$ cat config.mk
export PLATFORM = sky130hd
export DESIGN_NAME = ati_ctrl
export DESIGN_NICKNAME = d
export VERILOG_FILES = /design/src/hdl/ati_pkg.sv /design/src/hdl/ati_ctrl.sv
export SDC_FILE = /design/constraint.sdc
export NUM_CORES = 1
export LEC_CHECK = 0
export BUFFER_PORTS_ARGS = -buffer_cell sky130_fd_sc_hd__buf_2
export CORE_AREA = 2 2 47 49
export CTS_BUF_LIST = sky130_fd_sc_hd__clkbuf_4
export CTS_CLUSTER_SIZE = 40
export DETAILED_ROUTE_END_ITERATION = 10
export DIE_AREA = 0 0 49 51
export PLACE_DENSITY = 0.77
export SYNTH_ARGS = -nofsm -noshare
export SYNTH_HDL_FRONTEND = slang
export SYNTH_SLANG_ARGS = --single-unit
$ cat constraint.sdc
create_clock -name clk -period 2.2 [get_ports clk]
set_input_delay 0 -clock clk [delete_from_list [all_inputs] [get_ports clk]]
set_output_delay 0 -clock clk [all_outputs]
set_load 0.005 [all_outputs]
$ cat src/hdl/ati_pkg.sv
// ----------------------------------------------------------------------------
// ati_pkg
// Shared constants, codes and controller/datapath interface types for the
// adaptive trapezoid integrator.
// ----------------------------------------------------------------------------
package ati_pkg;

	localparam int FRAC_BITS    = 24;
	localparam int STACK_DEPTH  = 64;
	localparam int SERIES_TERMS = 40;

	localparam int BOUND_W   = 27;
	localparam int AREA_W    = 56;
	localparam int COUNT_W   = 24;
	localparam int TOL_W     = 25;
	localparam int STATUS_W  = 2;
	localparam int WORD_W    = 64;
	localparam int CFG_IDX_W = 8;
	localparam int CFG_DAT_W = 25;
	localparam int ENTRY_W   = 2 * BOUND_W;
	localparam int LEVEL_W   = $clog2(STACK_DEPTH + 1);
	localparam int ADDR_W    = $clog2(STACK_DEPTH);
	localparam int K_W       = $clog2(SERIES_TERMS + 1);
	localparam int WHOLE_W   = BOUND_W - FRAC_BITS;

	localparam logic [WORD_W-1:0] ONE_FIX  = WORD_W'(64'd1 << FRAC_BITS);
	localparam logic [WORD_W-1:0] ONE_SQ   = WORD_W'(64'd1 << (2 * FRAC_BITS));
	localparam logic [WORD_W-1:0] WORD_MAX = {WORD_W{1'b1}};
	localparam logic [AREA_W-1:0] AREA_MAX = {AREA_W{1'b1}};

	localparam logic [TOL_W-1:0]   TOL_RESET   = TOL_W'(16777);
	localparam logic [COUNT_W-1:0] LIMIT_RESET = COUNT_W'(16777215);

	localparam logic [CFG_IDX_W-1:0] REG_TOL   = CFG_IDX_W'(0);
	localparam logic [CFG_IDX_W-1:0] REG_LIMIT = CFG_IDX_W'(1);

	localparam logic [STATUS_W-1:0] ST_OK       = 2'd0;
	localparam logic [STATUS_W-1:0] ST_OVERFLOW = 2'd1;
	localparam logic [STATUS_W-1:0] ST_LIMIT    = 2'd2;
	localparam logic [STATUS_W-1:0] ST_EMPTY    = 2'd3;

	// evaluation points and trapezoids
	localparam logic [1:0] PT_L = 2'd0;
	localparam logic [1:0] PT_M = 2'd1;
	localparam logic [1:0] PT_R = 2'd2;
	localparam logic [1:0] TR_WHOLE = 2'd0;
	localparam logic [1:0] TR_LEFT  = 2'd1;
	localparam logic [1:0] TR_RIGHT = 2'd2;

	typedef enum logic [4:0] {
		OP_NONE,
		OP_LOAD_REQ,
		OP_SER_INIT_E1,
		OP_SER_INIT_X,
		OP_MUL_TERM,
		OP_DIV_TERM,
		OP_SUM_ADD,
		OP_E1_STORE,
		OP_EXP_INIT,
		OP_MUL_EXP,
		OP_EXP_UPD,
		OP_DIV_INV,
		OP_C_CALC,
		OP_MUL_C,
		OP_MUL_C2,
		OP_F_STORE,
		OP_MUL_TRAP,
		OP_TRAP_STORE,
		OP_HALVES,
		OP_ACCEPT,
		OP_PUSH_REQ,
		OP_PUSH_L,
		OP_PUSH_R,
		OP_POP,
		OP_LOAD_IV,
		OP_SET_LIMIT,
		OP_RESULT
	} op_t;

	typedef enum logic [4:0] {
		S_IDLE,
		S_CHECK_EMPTY,
		S_SER_MUL,
		S_SER_MUL_W,
		S_SER_DIV_W,
		S_SER_END,
		S_PUSH_FIRST,
		S_LOOP,
		S_LOAD_IV,
		S_PT_INIT,
		S_EXP_CHK,
		S_EXP_W,
		S_INV_W,
		S_C_MUL,
		S_C_W,
		S_C2_W,
		S_TRAP,
		S_TRAP_W,
		S_HALVES,
		S_DECIDE,
		S_PUSH_R,
		S_DONE
	} state_t;

	typedef struct packed {
		op_t op;
	} cmd_t;

	typedef struct packed {
		logic mul_done;
		logic div_done;
		logic div_zero;
		logic k_last;
		logic ser_e1;
		logic exp_done;
		logic pt_last;
		logic tr_last;
		logic need_split;
		logic stack_room;
		logic level_zero;
		logic limit_reached;
		logic req_empty;
		logic out_free;
	} sts_t;

endpackage

$ cat src/hdl/ati_ctrl.sv
// ----------------------------------------------------------------------------
// ati_ctrl
// Sequencer: walks the interval stack; unless waiting on mul/div/output, it
// issues one datapath command a cycle: exp series, cosh^4, trapezoids, split.
// ----------------------------------------------------------------------------
module ati_ctrl import ati_pkg::*; (
	input  logic clk,
	input  logic arst_n,
	input  logic in_valid,
	output logic in_stall,
	output cmd_t cmd,
	input  sts_t sts
);

	state_t state_q, state_d;

	always_ff @(posedge clk or negedge arst_n) begin
		if (!arst_n) begin
			state_q <= S_IDLE;
		end else begin
			state_q <= state_d;
		end
	end

	always_comb begin
		state_d = state_q;
		cmd.op  = OP_NONE;
		unique case (state_q)
			S_IDLE: begin
				if (in_valid) begin
					cmd.op  = OP_LOAD_REQ;
					state_d = S_CHECK_EMPTY;
				end
			end
			S_CHECK_EMPTY: begin
				if (sts.req_empty) begin
					state_d = S_DONE;
				end else begin
					cmd.op  = OP_SER_INIT_E1;
					state_d = S_SER_MUL;
				end
			end
			S_SER_MUL: begin
				cmd.op  = OP_MUL_TERM;
				state_d = S_SER_MUL_W;
			end
			S_SER_MUL_W: begin
				if (sts.mul_done) begin
					cmd.op  = OP_DIV_TERM;
					state_d = S_SER_DIV_W;
				end
			end
			S_SER_DIV_W: begin
				if (sts.div_done) begin
					if (sts.div_zero) begin
						state_d = S_SER_END;
					end else begin
						cmd.op  = OP_SUM_ADD;
						state_d = sts.k_last ? S_SER_END : S_SER_MUL;
					end
				end
			end
			S_SER_END: begin
				if (sts.ser_e1) begin
					cmd.op  = OP_E1_STORE;
					state_d = S_PUSH_FIRST;
				end else begin
					cmd.op  = OP_EXP_INIT;
					state_d = S_EXP_CHK;
				end
			end
			S_PUSH_FIRST: begin
				cmd.op  = OP_PUSH_REQ;
				state_d = S_LOOP;
			end
			S_LOOP: begin
				priority if (sts.level_zero) begin
					state_d = S_DONE;
				end else if (sts.limit_reached) begin
					cmd.op  = OP_SET_LIMIT;
					state_d = S_DONE;
				end else begin
					cmd.op  = OP_POP;
					state_d = S_LOAD_IV;
				end
			end
			S_LOAD_IV: begin
				cmd.op  = OP_LOAD_IV;
				state_d = S_PT_INIT;
			end
			S_PT_INIT: begin
				cmd.op  = OP_SER_INIT_X;
				state_d = S_SER_MUL;
			end
			S_EXP_CHK: begin
				if (sts.exp_done) begin
					cmd.op  = OP_DIV_INV;
					state_d = S_INV_W;
				end else begin
					cmd.op  = OP_MUL_EXP;
					state_d = S_EXP_W;
				end
			end
			S_EXP_W: begin
				if (sts.mul_done) begin
					cmd.op  = OP_EXP_UPD;
					state_d = S_EXP_CHK;
				end
			end
			S_INV_W: begin
				if (sts.div_done) begin
					cmd.op  = OP_C_CALC;
					state_d = S_C_MUL;
				end
			end
			S_C_MUL: begin
				cmd.op  = OP_MUL_C;
				state_d = S_C_W;
			end
			S_C_W: begin
				if (sts.mul_done) begin
					cmd.op  = OP_MUL_C2;
					state_d = S_C2_W;
				end
			end
			S_C2_W: begin
				if (sts.mul_done) begin
					cmd.op  = OP_F_STORE;
					state_d = sts.pt_last ? S_TRAP : S_PT_INIT;
				end
			end
			S_TRAP: begin
				cmd.op  = OP_MUL_TRAP;
				state_d = S_TRAP_W;
			end
			S_TRAP_W: begin
				if (sts.mul_done) begin
					cmd.op  = OP_TRAP_STORE;
					state_d = sts.tr_last ? S_HALVES : S_TRAP;
				end
			end
			S_HALVES: begin
				cmd.op  = OP_HALVES;
				state_d = S_DECIDE;
			end
			S_DECIDE: begin
				if (sts.need_split && sts.stack_room) begin
					cmd.op  = OP_PUSH_L;
					state_d = S_PUSH_R;
				end else begin
					cmd.op  = OP_ACCEPT;
					state_d = S_LOOP;
				end
			end
			S_PUSH_R: begin
				cmd.op  = OP_PUSH_R;
				state_d = S_LOOP;
			end
			S_DONE: begin
				if (sts.out_free) begin
					cmd.op  = OP_RESULT;
					state_d = S_IDLE;
				end
			end
			default: state_d = S_IDLE;
		endcase
	end

	assign in_stall = state_q != S_IDLE;

endmodule

* Yosys cells after proc, flatten, opt, wreduce, memory -nomap -nowiden
Index checks and enable logic that the tools add are counted.
Storage, ports and cells: register bits 5, output and inout port bits 6, logic and storage cells 73, input port bits 17
Operators by class: reductions and logical operators 5, mux-type cells 37, equal/unequal tests 30
Operators with widths (number):
- case mux 5 bit (22 select lines) | 1
- case mux 5 bit (21 select lines) | 1
- 2-to-1 mux 5 bit | 17
- == test 5 x 4 -> 1 bit (second input constant) | 8
- == test 5 bit (second input constant) | 6
- 2-to-1 mux 4 bit | 7
- 2-to-1 mux 3 bit | 7
- == test 5 x 3 -> 1 bit (second input constant) | 4
- != test 2 bit (second input constant) | 9
- == test 5 x 2 -> 1 bit (second input constant) | 2
- AND reduction 9 bit | 1
- 2-to-1 mux 2 bit | 3
- == test 5 x 1 -> 1 bit (second input constant) | 1
- logical NOT 5 bit | 1
- nonzero test 5 bit | 1
- OR reduction 2 bit | 1
- logical AND 1 bit | 1
- 2-to-1 mux 1 bit | 1

* Logic depth before layout (Yosys ltp)
depth after elaboration 4, mapped depth 7

* Least setup slack after synthesis
OpenSTA, ideal clock, no wires.
kind register -> register, start reg state_q[2], end reg state_q[0], period minus slack after synthesis 1576 ps, path buffers 0, setup slack 624 ps, arrival 1449 ps, cell stages (with the launch flop) 5, library setup time 128 ps, data required time 2072 ps, cells stage by stage dfrtp_1 > nor2_2 > nand2_1 > o221ai_4 > mux2_1
On the way: cells in the longest elaborated chain, start to end 3, elaborated cells between the ends (all ways) 34, those cells by class eq/ne: 30; mux: 1; reduce/logical: 3
RTL lines:
- start, declared | RTL line ati_ctrl.sv:15 | state_t state_q, state_d;
- start signal, assigned | RTL line ati_ctrl.sv:21 | state_q <= state_d;
- == test 5 bit, or another cell as far along | RTL line ati_ctrl.sv:28 | unique case (state_q)
- OR reduction 2 bit (no source line) or != test 2 bit (tied branches)
- case mux 5 bit (21 select lines) or AND reduction 9 bit (tied branches)
Parallel ways exist; a longest one is shown, timed or not. A chain may end at the register's enable or synchronous reset.

==> impl_metrics.toml <==
[synth]
yosysWarnings = 0
synth_seq_cells = 5
syn_avg_cell_area_sq_um = 7.34
synth_top_flop_cell = "dfrtp_1"
synth.distinct_cells = 51
synth_area_sq_um = 1020
synth-edff-count = 0
syn-instance-count = 139
synthesis.nets = 156
synthArstFlopShare_pct = 100
yosysSeqAreaShare_pct = 12.3

[final_layout]
fin_nets = 179
largest_register_ffs = 5
final_cell_mix = "buf_2, nor2_1, a21oi_1"
nFillCells = 208
drive_gt1_share_pct = 28.6
reg.largest.list = "state_q (5)"
area_growth_pct = 14.2
regMostFlops = "state_q"
instances_no_fill = 189
layout_commonest_cell = "buf_2"
post-route-util_pct = 56.5
antennaDiodeCount = 0

[route]
drt-total-wl_mm = 2.95
viasPerCell = 6.41
postRouteAntennaNets = 0
num_vias = 1212
drt_iter0_drc = 73
drc = 0
dr.pass1.iters = 4
wl_per_cell_microns = 15.6

[worst_setup_path]
crit_buf_inv = 1
worst-path-max-fanout = 17
crit_path_start_kind = "flop"
worst_ep_arrival_time_ns = 1.99
crit_chain = "nand2_2 -> nor4b_2 -> nand2b_1 -> nand3_1 -> nand4b_1 -> buf_2"
critPathKind = "flop to output pin"
crit_family = "simple AND/OR/NAND/NOR gates"
crit_slowest_cell = "dfrtp_1"
cp_slowest_stage_delay_ns = 0.67
required_ns = 2.20
crit_path_end_kind = "output pin"

[global_routing]
grt_max_degree = 18
grt_pass1_vias = 1103
track_usage_pct = 25.9
grt_pass1_wl_mm = 5.06
grt_overflow = 0
antenna_found_initial = 0

[clock_network]
clk_pin_slew_ns = 0.05
cts_root_buf = "clkbuf_4"
cts_sinks = 5
clock_latency_ns = 0.24
cts_buffers = 3
clock_tree.buffer_depth = 2
cts_tree = "done"
h-tree-depth = 1

[timing]
whs_ns = 0.104
setup_viol = 0
finalClockSkew_ns = 0.00363
final-max-slew-violation-count = 0
hold_viol_final = 0
rsz0062_at_grt = "false"
period_share_pct = 90.5
max_freq_ghz = 0.503
period_needed_ns = 1.99
max_slew.worst_pin.slew_ns = 0.527
relSlewSlack_pct = 64.9
setup_tns_ns = 0

[outcome]
outcome = "complete, no violations"

[die]
num_io_pins = 23
die_h_microns = 51
start_util_pct = 49.4
die_area_sq_um = 2500
chipWidth_microns = 49
core_sq_um = 2060
rows = 17

[pwr]
swShare_pct = 52.1
p_sw_mw = 0.790
pwr-share-clk_pct = 6.9
p_int_mw = 0.727
p_leak_nw = 0.498
seq_power_share_pct = 16.8
p_per_area_nw_per_um2 = 1300
p_comb_share_pct = 76.4
finalPower_mw = 1.52
ir_drop_v = 0.000809

[job]
drv_cap = 0

[place]
gp_congestion = 0.952
post-place-cells = 184
hpwl_mm = 2.31
port_buffers = 22

[worst_hold_path]
min_path_type = "input pin to async pin"
[repair_timing]
| item | CTS | global route |
|---|---|---|
| hold buffers | 1 | 0 |
| setup endpoints to repair | 0 | 3 |
| resized for setup | 0 | 1 |
| hold endpoints to repair | 5 | 0 |
| buffers inserted | 0 | 0 |
[layer usage]
metal  vias up  global-route usage [%]  wire (microns)
met4         0                    15.7             110
met1       547                    31.5            1180
met5         -                       0               0
met3        11                    4.97             260
met2        79                    42.5            1410
li1        575                       -               -
[cell usage after synthesis (4+ instances only)]
master    count  area [sq um]
a31oi_1       5          31.3
a21oi_1      10          50.1
o21ai_0       9          45.0
nand3_1       7          35.0
buf_2         4          20.0
nand2b_1      7          43.8
nor3_1        6          30.0
nand2_1       8          30.0
buf_4         4          30.0
o211ai_1      5          37.5
nor2_1       12          45.0
nor2b_1       4          25.0
dfrtp_1       5           125
[layout make-up]
type	instances	area, sq um	share of cell area, %
clock buffer	3	22.5	1.93
sequential	5	126	10.8
tap	28	35.0	3.01
multi-input combinational	119	796	68.3
timing repair buffer	29	165	14.2
inverter	4	15.0	1.29
clock inverter	1	5.00	0.430
[power by group through the flow]
stage	Combinational [mW]	Clock [mW]	Sequential [mW]
after CTS	1.14	0.110	0.249
final	1.16	0.104	0.255
after detailed placement	1.14	0	0.251
after global routing	1.28	0.113	0.265
after floorplan	0.974	0	0.172
after global placement	1.13	0	0.246
[logic make-up after synthesis]
group / synth area share (%)
AND/OR/NAND/NOR: 35.8
multiplexers: 4.66
XOR/XNOR: 0.859
buffers and inverters: 9.69
flip-flops: 12.3
AO/OA/AOI/OAI: 36.7
[through the flow]
| step | setup slack [ns] | area (sq um) |
|---|---|---|
| 6_report | 0.210 | 1160 |
| 5_1_grt | 0.0110 | 1160 |
| 4_1_cts | 0.153 | 1160 |
| 3_5_place_dp | 0.223 | 1130 |
| 3_3_place_gp | 0.244 | 1130 |
| 2_1_floorplan | 0.624 | 1020 |
[path summary, 6_finish.rpt]
kind / startpoint / end / slack [ns] / cells after the start
setup / recovery: state_q[1]$_DFFE_PN0P_ / cmd[2] / 0.21 / 6
hold / removal: arst_n / state_q[0]$_DFFE_PN0P_ / 0.10 / 2
setup reg to reg: state_q[1]$_DFFE_PN0P_ / state_q[2]$_DFFE_PN0P_ / 0.25 / 4
hold reg to reg: state_q[0]$_DFFE_PN0P_ / state_q[0]$_DFFE_PN0P_ / 0.73 / 2
max in group asynchronous: arst_n / state_q[2]$_DFFE_PN0P_ / 1.95 / 2
min in group clk: sts[10] / state_q[0]$_DFFE_PN0P_ / 0.25 / 5
Note: power is estimated with default switching activity, not from simulation.
